--- src/design/ple_ram.sv ---
// ----------------------------------------------------------------------------
// ple_ram
// Generic single-port-write, single-port-read RAM with registered read data.
// ----------------------------------------------------------------------------
module ple_ram #(
  parameter int WIDTH = 8,
  parameter int DEPTH = 16
) (
  input  logic                     clk,
  input  logic                     we,
  input  logic [$clog2(DEPTH)-1:0] waddr,
  input  logic [WIDTH-1:0]         wdata,
  input  logic [$clog2(DEPTH)-1:0] raddr,
  output logic [WIDTH-1:0]         rdata
);

  logic [WIDTH-1:0] mem_r [DEPTH];
  logic [WIDTH-1:0] rdata_r;

  always_ff @(posedge clk) begin
    if (we) begin
      mem_r[waddr] <= wdata;
    end
    rdata_r <= mem_r[raddr];
  end

  assign rdata = rdata_r;

endmodule

--- config.mk ---
export PLATFORM = sky130hd
export DESIGN_NAME = ple_ram
export DESIGN_NICKNAME = d
export VERILOG_FILES = /design/src/design/ple_ram.sv
export SDC_FILE = /design/constraint.sdc
export NUM_CORES = 1
export LEC_CHECK = 0
export ABC_CLOCK_PERIOD_IN_PS = 2400
export BUFFER_PORTS_ARGS = -buffer_cell sky130_fd_sc_hd__buf_2
export CORE_MARGIN = 1.5
export CORE_UTILIZATION = 45
export CTS_BUF_LIST = sky130_fd_sc_hd__clkbuf_8
export CTS_CLUSTER_DIAMETER = 120
export CTS_CLUSTER_SIZE = 40
export DETAILED_ROUTE_END_ITERATION = 16
export PLACE_DENSITY_LB_ADDON = 0.05
export SYNTH_ARGS = -nofsm -noshare
export SYNTH_HDL_FRONTEND = slang
export SYNTH_SLANG_ARGS = --single-unit
--- constraint.sdc ---
create_clock -name clk -period 2.4 [get_ports clk]
set_clock_uncertainty 0.15 [all_clocks]
set_input_delay 0.24 -clock clk [delete_from_list [all_inputs] [get_ports clk]]
set_output_delay 0.24 -clock clk [all_outputs]
set_load 0.1 [all_outputs]
======== Yosys cells after proc, flatten, opt, wreduce, memory -nomap -nowiden ========
Memories as Yosys holds them, arrays and structs flattened. A register that Yosys moved wholly into a read port is not among the register bits.
Index checks and enable logic that the tools add are counted.
cells by class
  mux-type cells .......................... 2
operators by type and width
  kind    number
  $mux 1  2
storage, ports and cells
  flip-flop bits (word level) ............. 0
  output and inout bits ................... 8
  memories kept ........................... 1
  input bits .............................. 18
  RAM bits ................................ 128
  logic and storage cells ................. 3
memory list
  memory  words  width  rd ports  clocked after memory_dff  wr ports  RTL line  RTL
  mem_r   16     8      1         1                         1         17        logic [WIDTH-1:0] mem_r [DEPTH];

======== Logic depth before layout (Yosys ltp) ========
Gate-level depths: netlist of the first run.
  depth in word-level cells ............... 2
  depth in mapped cells ................... 5
  gate-level depth less buffers ........... 3

======== Worst setup path before layout of the first run ========
OpenSTA, ideal clock, no wires.
  path kind ............................... input -> register
  start ................................... input waddr[2]
  end ..................................... memory mem_r[0][0], enable pin
  path slack .............................. 0.517 ns
  setup time .............................. 0.383 ns
  path buffers ............................ 0
  stages .................................. 2
  arrival ................................. 1.350 ns
  path through ............................ or3b_2 -> nor3_1
RTL lines
  item             RTL line  RTL
  start, declared  11        input logic [$clog2(DEPTH)-1:0] waddr,
  end, declared    17
No word-level cell before the write port.

======== Worst setup path after layout of the first run ========
  start ................................... register rdata_r[7], in the netlist rdata[7] (read register of mem_r)
  end ..................................... output rdata[7]
RTL lines
  item             RTL line  RTL
  start, declared  18        logic [WIDTH-1:0] rdata_r;
  end, declared    14        output logic [WIDTH-1:0] rdata
No word-level cell between the ends.

==> metrics.md, run 1 <==
| Metric | Value |
|---|---|
| Total power | 0.00514 W |
| Max Clk Rate | 0.639 GHz |
| CTS tree | built |
| Post-synth EDFFs | 128 |
| Via count | 2412 |
| Port Buffer Count | 25 |
| RSZ-0062 raised after global routing | no |
| Maximum fanout along the worst path | 1 |
| Worst setup path end | rdata[7] |
| Worst setup path start | rdata[7]$_DFF_P_ |
| Most common cell in the synthesized netlist | edfxtp_1 |
| Largest net degree at the start of global routing | 19 |
| Antenna diode count | 0 |
| Top cells by area, synth | edfxtp_1, mux4_2, mux4_1 |
| Hold path start | wdata[3] |
| Final hold violation count | 0 |
| Die H | 110 um |
| Post-route cell area | approximately 0.0060 mm2 |
| Worst R2R Path Depth | 3 |
| Final core utilization | 0.546 |
| Global route total overflow | 0 |
| Post-Synth XOR/XNOR Area | 0 |
| Post-DP HPWL | ~6000 um |
| Bufs on Longest Clock Path | 2 |
| Wire per inst | 21.2 um |
| Initial Utilization | 0.469 |
| # H-tree levels | 4 |
| Die area | 0.0121 mm2 |
| Worst Path Required | 2010 ps |
| Critical path class | register to output pin |
| CP Data Arrival Time | ~1200 ps |
| CTS Sinks | roughly 140 |
| Final setup vio count | 0 |
| Max_cap viols | 0 |
| Via-to-Cell Ratio | 5.52 |
| Core ar. | roughly 0.011 mm2 |
| Tmin final | between 1500 and 2000 ps |
| Power Density | 857 mW/mm2 |
| Area grow syn2layout | 16.6% |
| Cell taking the most area after synthesis | edfxtp_1 |
| Period utilization | 0.652 |
| Top_reg_cell synth | edfxtp_1 |
| Slew Limit Fails | 0 |
| Final TNS setup | 0 ps |
| Post-CTS setup buffer count | 0 |
| Multiplexer share of the synthesized area | 0.150 |
| DRT iter0 DRCs | 112 |
| Rel. slew slack | 0.624 |
| Skew-Pair Late Insertion Delay | 420 ps |
| Root buffer cell | clkbuf_8 |
| Worst reg2reg path startpoint | mem_r[0][5]$_DFFE_PP_ |
| Combinational family with the most area after synthesis | multiplexers |
| Post-CTS Hold Buffers | 0 |
| Row count | 38 |
| Final ANT Viol Nets | 0 |
| Compound-Gate Fraction of Synth Area | 0.0233 |
| RR Endpoint | rdata[5]$_DFF_P_ |
| Kind of cell adding the most delay to the critical path | buffers and inverters |
| Cell count along the critical path | 1 |
| Yosys warnings | 0 |
| Crit-path max cell delay | roughly 420 ps |
| Post-Route WL | 9270 um |
| Post-Synth Simple-Gate Area | 0.0318 |
| Setup WS pre-CTS | 492 ps |
| Number of distinct library cells after synthesis | 19 |
| Maximum VDD drop | 0.404 mV |
| Register bit total from synthesis | 136 |
| Drt drc | 0 |
| Hold Path Stages | 1 |
| Register area share after synthesis | 0.778 |
| Post-synthesis adder-cell area fraction | 0 |
| Fraction of layout cells with a size suffix above 1 | 0.323 |
| Worst Tran Pin Value | 562 ps |
| Nets@finish | 302 |
| LEAKAGE | around 2.0 nW |
| Worst-path cell chain | buf_2 |
| Worst Setup Start Kind | register |
| Mapped Nets | 247 |
| First-pass GRT wire length | about 14000 um |
| Most frequent cells after synthesis | edfxtp_1, mux4_2, a22oi_1 |
| Clock-pin slew on the worst setup and hold paths | 80 ps |
| Critical path endpoint category | output pin |
| Total global-route track usage | 0.175 |
| DRT Pass-1 Iters | 4 |
| R2R setup slack | 870 ps |
| Asr flop ratio synth | 0 |
| Die Span X | roughly 110 um |
| Syn Inst Count | ~230 |
| Top-area cell type share of the netlist area | 0.747 |
| Mapped cell area | approximately 0.0051 mm2 |
| Post-cts resize count | 0 |
| I/O pin total | 26 |
| Status | finished, final reports clean |
| Worst Path Buf+Inv | 1 |
| Routability cong. | 0.704 |
| Syn Area/Cell | 22.5 um2 |
| Placed inst area | 0.00554 mm2 |
| Fill cell count | ~860 |
| Setup ws final | approximately 840 ps |
| Total CTS buffers | 17 |
| Vias in the first global route | 2521 |
| Initial antenna violation count | 0 |
| Min-delay worst type | primary input to register |
| Slowest-stage cell, CP | buf_2 |
==> worst min path at each step <==
stage	endpoint	slack (ps)
after floorplan	mem_r[0][0]$_DFFE_PP_	190
after global placement	mem_r[5][5]$_DFFE_PP_	480
after detailed placement	mem_r[5][0]$_DFFE_PP_	480
after CTS	mem_r[7][3]$_DFFE_PP_	20
after global routing	mem_r[6][3]$_DFFE_PP_	10
final	mem_r[7][3]$_DFFE_PP_	40
==> report_power, final <==
group          switching (W)  internal [W]
registers          0.0000124       0.00265
clock network       0.000875       0.00124
logic               0.000248      0.000109
total                0.00114       0.00400
==> cell families after synthesis <==
kind of cell,Yosys count
simple gates,35
flops,136
buf+inv,10
compound gates,16
mux,32
==> final cells by class <==
class / count / area, um2 / share of cell area
Clock buffer: 17 / 234 / 0.0390
Clock inverter: 15 / 223 / 0.0371
Multi-Input combinational cell: 83 / 1060 / 0.176
Sequential cell: 136 / 4000 / 0.667
Tap cell: 140 / 175 / 0.0292
Timing Repair Buffer: 46 / 308 / 0.0513
==> layer usage <==
| layer | up-vias | GRT usage | wire length [um] |
|---|---|---|---|
| met1 | 1262 | 0.240 | 4330 |
| met4 | 0 | 0.0733 | 104 |
| met5 | - | 0 | 0 |
| li1 | 1083 | - | - |
| met2 | 58 | 0.270 | 4550 |
| met3 | 9 | 0.0433 | 284 |
==> metrics by stage <==
stage,std cells,hold WS (ps)
after floorplan,229,189
after global placement,405,477
after detailed placement,405,484
after CTS,437,18.8
after global routing,437,14.8
final,437,42.7
==> registers in the layout, indices dropped and copies added, names as in the netlist <==
register and count:
mem_r 128, rdata 8
==> cells in the final DEF, fill, tap and decap left out, types with 4 or more instances in the layout <==
master	instances
edfxtp_1	128
buf_2	25
buf_4	19
mux4_2	18
clkbuf_8	17
a22oi_1	16
mux4_1	14
nor2_1	13
nand2_1	9
dfxtp_1	8
bufinv_16	5
nor3_1	4
inv_6	4
Note: power is estimated with default switching activity, not from simulation.
==> run 2: changes to the inputs <==
--- a/config.mk
+++ b/config.mk
@@ -5,7 +5,7 @@
 export SDC_FILE = /design/constraint.sdc
 export NUM_CORES = 1
 export LEC_CHECK = 0
-export ABC_CLOCK_PERIOD_IN_PS = 2400
+export ABC_CLOCK_PERIOD_IN_PS = 1600
 export BUFFER_PORTS_ARGS = -buffer_cell sky130_fd_sc_hd__buf_2
 export CORE_MARGIN = 1.5
 export CORE_UTILIZATION = 45
==> constraint.sdc (replaced) <==
create_clock -name clk -period 1.6 [get_ports clk]
set_clock_uncertainty 0.15 [all_clocks]
set_input_delay 0.16 -clock clk [delete_from_list [all_inputs] [get_ports clk]]
set_output_delay 0.16 -clock clk [all_outputs]
set_load 0.1 [all_outputs]
==> metrics.md, run 2 (synthesis gave the netlist of run 1 again) <==
| Metric | Value |
|---|---|
| Status | finished, final reports clean |
| Hold Slack | 149 ps (+106 ps) |
| Skew-Pair Late Insertion Delay | 420 ps (about the same) |
| Die Span X | 110 um (unchanged) |
| Total power | 0.00749 W (+46%) |
| Maximum fanout along the worst path | 1 (unchanged) |
| Period utilization | 0.966 |
| CP Data Arrival Time | 1690 ps (+520 ps) |
| Initial antenna violation count | 0 (unchanged) |
| Power Density | 1210 mW/mm2 (+42%) |
| Maximum VDD drop | 0.744 mV (+84%) |
| Post-route cell area | 0.00618 mm2 (+2.9%) |
| Worst Tran Pin Value | 769 ps (+207 ps) |
| Max Clk Rate | 0.647 GHz |
| Worst reg2reg path startpoint | mem_r[8][4]$_DFFE_PP_ |
| DRT iter0 DRCs | 112 (unchanged) |
| Worst Path Required | 1750 ps (-260 ps) |
| Most common cell after layout, fill and taps aside | edfxtp_1 |
| Most frequent cells in the layout | edfxtp_1, buf_4, buf_2 |
| Via-to-Cell Ratio | 5.31 (-3.9%) |
| Final TNS setup | 0 ps (unchanged) |
| Worst setup path start | mem_r[8][4]$_DFFE_PP_ |
| Initial Utilization | 0.469 (unchanged) |
| Row count | 38 (unchanged) |
| Vias in the first global route | 2591 (+2.8%) |
| Die area | 0.0121 mm2 (unchanged) |
| Post-DP HPWL | 6290 um (+2.6%) |
| LEAKAGE | 2.13 nW (+4.5%) |
| Total CTS buffers | 17 (unchanged) |
| Tmin final | 1550 ps |
| Psw | 0.00172 W (+51%) |
| Post-Route WL | 9310 um (+0.42%) |
| Hold path start | waddr[0] |
| Die H | 110 um (unchanged) |
| Critical path class | register to register |
| Drt drc | 0 (unchanged) |
| Met1 GRT Util | 0.244 (+0.00371) |
| Post-CTS setup buffer count | 0 (unchanged) |
| Port Buffer Count | 25 (unchanged) |
| Area grow syn2layout | 20.0% |
| Final hold violation count | 0 (unchanged) |
| Grt peak-use layer | met2 |
| Worst Setup Start Kind | register |
| Routability cong. | 0.762 (+8.2%) |
| Switch share | 0.230 (+0.00867) |
| Via count | 2425 (+0.54%) |
| DRT Pass-1 Iters | 4 (unchanged) |
| Placed inst area | 0.00568 mm2 (+2.4%) |
| Clock-pin slew on the worst setup and hold paths | 80 ps (about the same) |
| Largest net degree at the start of global routing | 18 (-1) |
| Wire per inst | 20.4 um (-4.0%) |
| Clock group share of total power | 0.389 (-0.023) |
| RSZ-0062 raised after global routing | no |
| Max_cap viols | 0 (unchanged) |
| # H-tree levels | 4 (unchanged) |
| Met2 GRT Util | 0.272 (+0.00222) |
| P_int | 0.00577 W (+44%) |
| CTS Sinks | 136 (unchanged) |
| Fraction of layout cells with a size suffix above 1 | 0.344 (+0.0206) |
| Top reg by flops | mem_r |
| Bufs on Longest Clock Path | 2 (unchanged) |
| GR Util met3 | 0.0356 (-0.00771) |
| Max reg flops | 128 (unchanged) |
| Nets@finish | 322 (+6.6%) |
| CTS tree | built |
| Min-delay worst type | primary input to register |
| Part of the power in registers | 0.534 (+0.016) |
| I/O pin total | 26 (unchanged) |
| First-pass GRT wire length | 14400 um (+0.53%) |
| Antenna diode count | 0 (unchanged) |
| Final ANT Viol Nets | 0 (unchanged) |
| Critical path endpoint category | register |
| Slew Limit Fails | 0 (unchanged) |
| Core ar. | 0.0110 mm2 (unchanged) |
| Root buffer cell | clkbuf_8 |
| Fill cell count | 863 (+0.58%) |
| Comb power frac | 0.077 (+0.008) |
| Rel. slew slack | 0.486 (-0.138) |
| Final setup vio count | 0 (unchanged) |
| Global route total overflow | 0 (unchanged) |
| Total global-route track usage | 0.176 (+0.000430) |
| Final core utilization | 0.562 (+0.0159) |
run 2: changes by cell type in the layout (fill, tap and decap cells not counted), sizes merged:
cell,before,now
dlygate4sd3,0,8
clkinv,3,4
buf,46,58
bufinv,5,3
clkbuf,17,18
run 2: power by group through the flow:
stage	logic, W	registers (W)	clock network (W)
after floorplan	0.000202	0.00425	0
after global placement	0.000567	0.00408	0
after detailed placement	0.000570	0.00408	0
after CTS	0.000586	0.00400	0.00297
after global routing	0.000616	0.00400	0.00314
final	0.000577	0.00400	0.00292
run 2: metal layers:
| metal | routed length [um] | share of wire | vias to the layer above |
|---|---|---|---|
| met2 | 4500 | 0.48 | 50 |
| met1 | 4340 | 0.47 | 1243 |
| met4 | 116 | 0.012 | 0 |
| met3 | 346 | 0.037 | 9 |
| met5 | 0 | 0 | - |
| li1 | - | - | 1123 |
run 2: final timing paths:
kind / to / slack (ps) / cells past startpoint
max: rdata[4]$_DFF_P_ / 50 / 3
min: mem_r[4][1]$_DFFE_PP_ / 150 / 3
max reg2reg: rdata[4]$_DFF_P_ / 50 / 3
min reg2reg: rdata[1]$_DFF_P_ / 520 / 3
run 2: critical path: stages (launching register included):
cell and delay [ps]:
edfxtp_1 380, mux4_1 500, a22oi_1 310, nand2_1 70
run 2: repair_timing:
item,4_1_cts,5_1_grt
endpoints found under the hold margin,128,0
hold buffers,8,0
resized for setup,0,0
run 2: layout make-up:
cell class	instances	area [um2]	area share
sequential	136	4000	0.648
multi-input combinational	83	1060	0.172
timing repair buffer	66	515	0.0835
clock buffer	18	248	0.0401
tap	140	175	0.0284
clock inverter	14	171	0.0278
run 2: per-stage QoR:
stage / std cells / setup WS [ps]
after floorplan: 229 / 23.9
after global placement: 417 / -206
after detailed placement: 417 / -214
after CTS: 457 / 39.6
after global routing: 457 / 2.26
final: 457 / 54.0
==> run 3: changes to the inputs <==
--- a/config.mk
+++ b/config.mk
@@ -8,12 +8,13 @@
 export ABC_CLOCK_PERIOD_IN_PS = 1600
 export BUFFER_PORTS_ARGS = -buffer_cell sky130_fd_sc_hd__buf_2
 export CORE_MARGIN = 1.5
-export CORE_UTILIZATION = 45
+export CORE_UTILIZATION = 60
 export CTS_BUF_LIST = sky130_fd_sc_hd__clkbuf_8
 export CTS_CLUSTER_DIAMETER = 120
 export CTS_CLUSTER_SIZE = 40
 export DETAILED_ROUTE_END_ITERATION = 16
 export PLACE_DENSITY_LB_ADDON = 0.05
+export RECOVER_POWER = 25
 export SYNTH_ARGS = -nofsm -noshare
 export SYNTH_HDL_FRONTEND = slang
 export SYNTH_SLANG_ARGS = --single-unit
==> metrics.md, run 3 (synthesis gave the netlist of run 1 again) <==
| Metric | Value |
|---|---|
| Slew Limit Fails | 0 (unchanged) |
| Total CTS buffers | 17 (unchanged) |
| Worst R2R Path Depth | 3 (unchanged) |
| Max Clk Rate | 0.645 GHz (-0.28%) |
| Bufs on Longest Clock Path | 2 (unchanged) |
| Largest net degree at the start of global routing | 26 (+8) |
| Skew-Pair Late Insertion Delay | 430 ps (about the same) |
| Tmin final | 1550 ps (+4.39 ps) |
| Critical path class | register to register |
| Post-DP HPWL | 5890 um (-6.4%) |
| Port Buffer Count | 25 (unchanged) |
| Power Density | 1190 mW/mm2 (-2.1%) |
| Post-Route WL | 9030 um (-3.0%) |
| Hold path start | waddr[0] |
| Clock group share of total power | 0.360 (-0.029) |
| Most common cell after layout, fill and taps aside | edfxtp_1 |
| Die Span X | 95.6 um (-13%) |
| Hold Slack | 121 ps (-28.0 ps) |
| R2R setup slack | 50 ps (about the same) |
| Global route total overflow | 0 (unchanged) |
| Root buffer cell | clkbuf_8 |
| Post-cts resize count | 0 (unchanged) |
| Critical path endpoint category | register |
| Max reg flops | 128 (unchanged) |
| Via count | 2459 (+1.4%) |
| CP Data Arrival Time | 1700 ps (about the same) |
| Maximum VDD drop | 0.639 mV (-14%) |
| Antenna diode count | 0 (unchanged) |
| Die H | 95.6 um (-13%) |
| Psw | 0.00158 W (-8.2%) |
| Total power | 0.00712 W (-4.9%) |
| Total global-route track usage | 0.221 (+0.0459) |
| CTS tree | built |
| Row count | 33 (-13%) |
| Status | finished, final reports clean |
| Final ANT Viol Nets | 0 (unchanged) |
| Hold endpoint | mem_r[0][3]$_DFFE_PP_ |
| Clock-pin slew on the worst setup and hold paths | 70 ps (about the same) |
| Top reg by flops | mem_r |
| Post-CTS setup buffer count | 0 (unchanged) |
| CTS Sinks | 136 (unchanged) |
| Die area | 0.00914 mm2 (-24%) |
| Worst Tran Pin Value | 740 ps (-29.8 ps) |
| P_int | 0.00554 W (-3.9%) |
| Wire per inst | 21.5 um (+5.8%) |
| Fill cell count | 499 (-42%) |
| Drt drc | 0 (unchanged) |
| DRT iter0 DRCs | 208 (+86%) |
| Vias in the first global route | 2488 (-4.0%) |
| Nets@finish | 319 (-0.93%) |
| Worst reg2reg path startpoint | mem_r[1][5]$_DFFE_PP_ |
| Footprint of the multi-input gates | 0.00106 mm2 (unchanged) |
| Maximum fanout along the worst path | 1 (unchanged) |
| I/O pin total | 26 (unchanged) |
| Most frequent cells in the layout | edfxtp_1, buf_4, buf_2 |
| LEAKAGE | 2.05 nW (-3.8%) |
| Worst Setup Start Kind | register |
| Final setup vio count | 0 (unchanged) |
| Period utilization | 0.969 (+0.00274) |
| Worst Path Required | 1750 ps (about the same) |
| Max_cap viols | 0 (unchanged) |
| DRT Pass-1 Iters | 5 (+1) |
| Part of the power in registers | 0.561 (+0.027) |
| Placed inst area | 0.00559 mm2 (-1.6%) |
| Final hold violation count | 0 (unchanged) |
| Core ar. | 0.00826 mm2 (-25%) |
| Area grow syn2layout | 16.6% |
| # H-tree levels | 4 (unchanged) |
| Hold Path Stages | 3 (unchanged) |
| Register area | 0.00400 mm2 (unchanged) |
| RR Endpoint | rdata[5]$_DFF_P_ |
| Initial Utilization | 0.623 (+0.155) |
| First-pass GRT wire length | 13500 um (-6.6%) |
| Initial antenna violation count | 0 (unchanged) |
| Routability cong. | 0.729 (-4.2%) |
| Via-to-Cell Ratio | 5.87 (+11%) |
| Rel. slew slack | 0.506 (+0.0199) |
| Min-delay worst type | primary input to register |
| Fraction of layout cells with a size suffix above 1 | 0.283 (-0.0604) |
| RSZ-0062 raised after global routing | no |
| Comb power frac | 0.079 (+0.002) |
| Switch share | 0.222 (-0.00792) |
| Final TNS setup | 0 ps (unchanged) |
| Post-route cell area | 0.00600 mm2 (-2.8%) |
run 3: cell count changes in the layout (fill, tap and decap cells not counted), sizes merged:
cell	previous run	this run
clkinvlp	2	3
bufinv	3	2
clkbuf	18	31
buf	58	42
run 3: repair_timing:
action	CTS	global route
hold buffers	8	0
endpoints found under the hold margin	128	0
setup endpoints to repair	0	0
run 3: cell type report:
cell class | instances | share of cell area
Clock inverter | 14 | 0.0202
Timing Repair Buffer | 63 | 0.0724
Tap cell | 105 | 0.0219
Clock buffer | 18 | 0.0413
Multi-Input combinational cell | 83 | 0.177
Sequential cell | 136 | 0.667
run 3: worst max path at each step:
stage / start / endpoint / slack [ps]
after floorplan: waddr[2] / mem_r[3][0]$_DFFE_PP_ / 20
after global placement: raddr[0] / rdata[2]$_DFF_P_ / -100
after detailed placement: raddr[0] / rdata[2]$_DFF_P_ / -100
after CTS: mem_r[10][5]$_DFFE_PP_ / rdata[5]$_DFF_P_ / 60
after global routing: mem_r[1][5]$_DFFE_PP_ / rdata[5]$_DFF_P_ / 50
final: mem_r[1][5]$_DFFE_PP_ / rdata[5]$_DFF_P_ / 50
run 3: worst max-delay path, stage by stage (launching register included):
cell and delay (ps):
edfxtp_1 360, mux4_1 500, a22oi_1 260, nand2_1 140
run 3: per-stage QoR:
stage / util / cells / worst slack (ps)
after floorplan: - / 229 / 23.9
after global placement: 0.676 / 379 / -101
after detailed placement: 0.676 / 379 / -98.7
after CTS: 0.731 / 419 / 56.6
after global routing: 0.727 / 419 / 47.4
final: 0.727 / 419 / 49.6
run 3: routing by layer:
metal | track usage | part of all wire | wire length (um)
met1 | 0.297 | 0.43 | 3880
met2 | 0.346 | 0.50 | 4540
met3 | 0.0694 | 0.055 | 493
met4 | 0.0797 | 0.013 | 120
met5 | 0 | 0 | 0
run 3: power groups by stage:
| stage | combinational [W] | clock [W] | sequential, W |
|---|---|---|---|
| floorplan | 0.000202 | 0 | 0.00425 |
| global placement | 0.000540 | 0 | 0.00407 |
| finish | 0.000560 | 0.00256 | 0.00400 |
| global route | 0.000592 | 0.00275 | 0.00401 |
| detailed placement | 0.000551 | 0 | 0.00408 |
| CTS | 0.000568 | 0.00262 | 0.00400 |
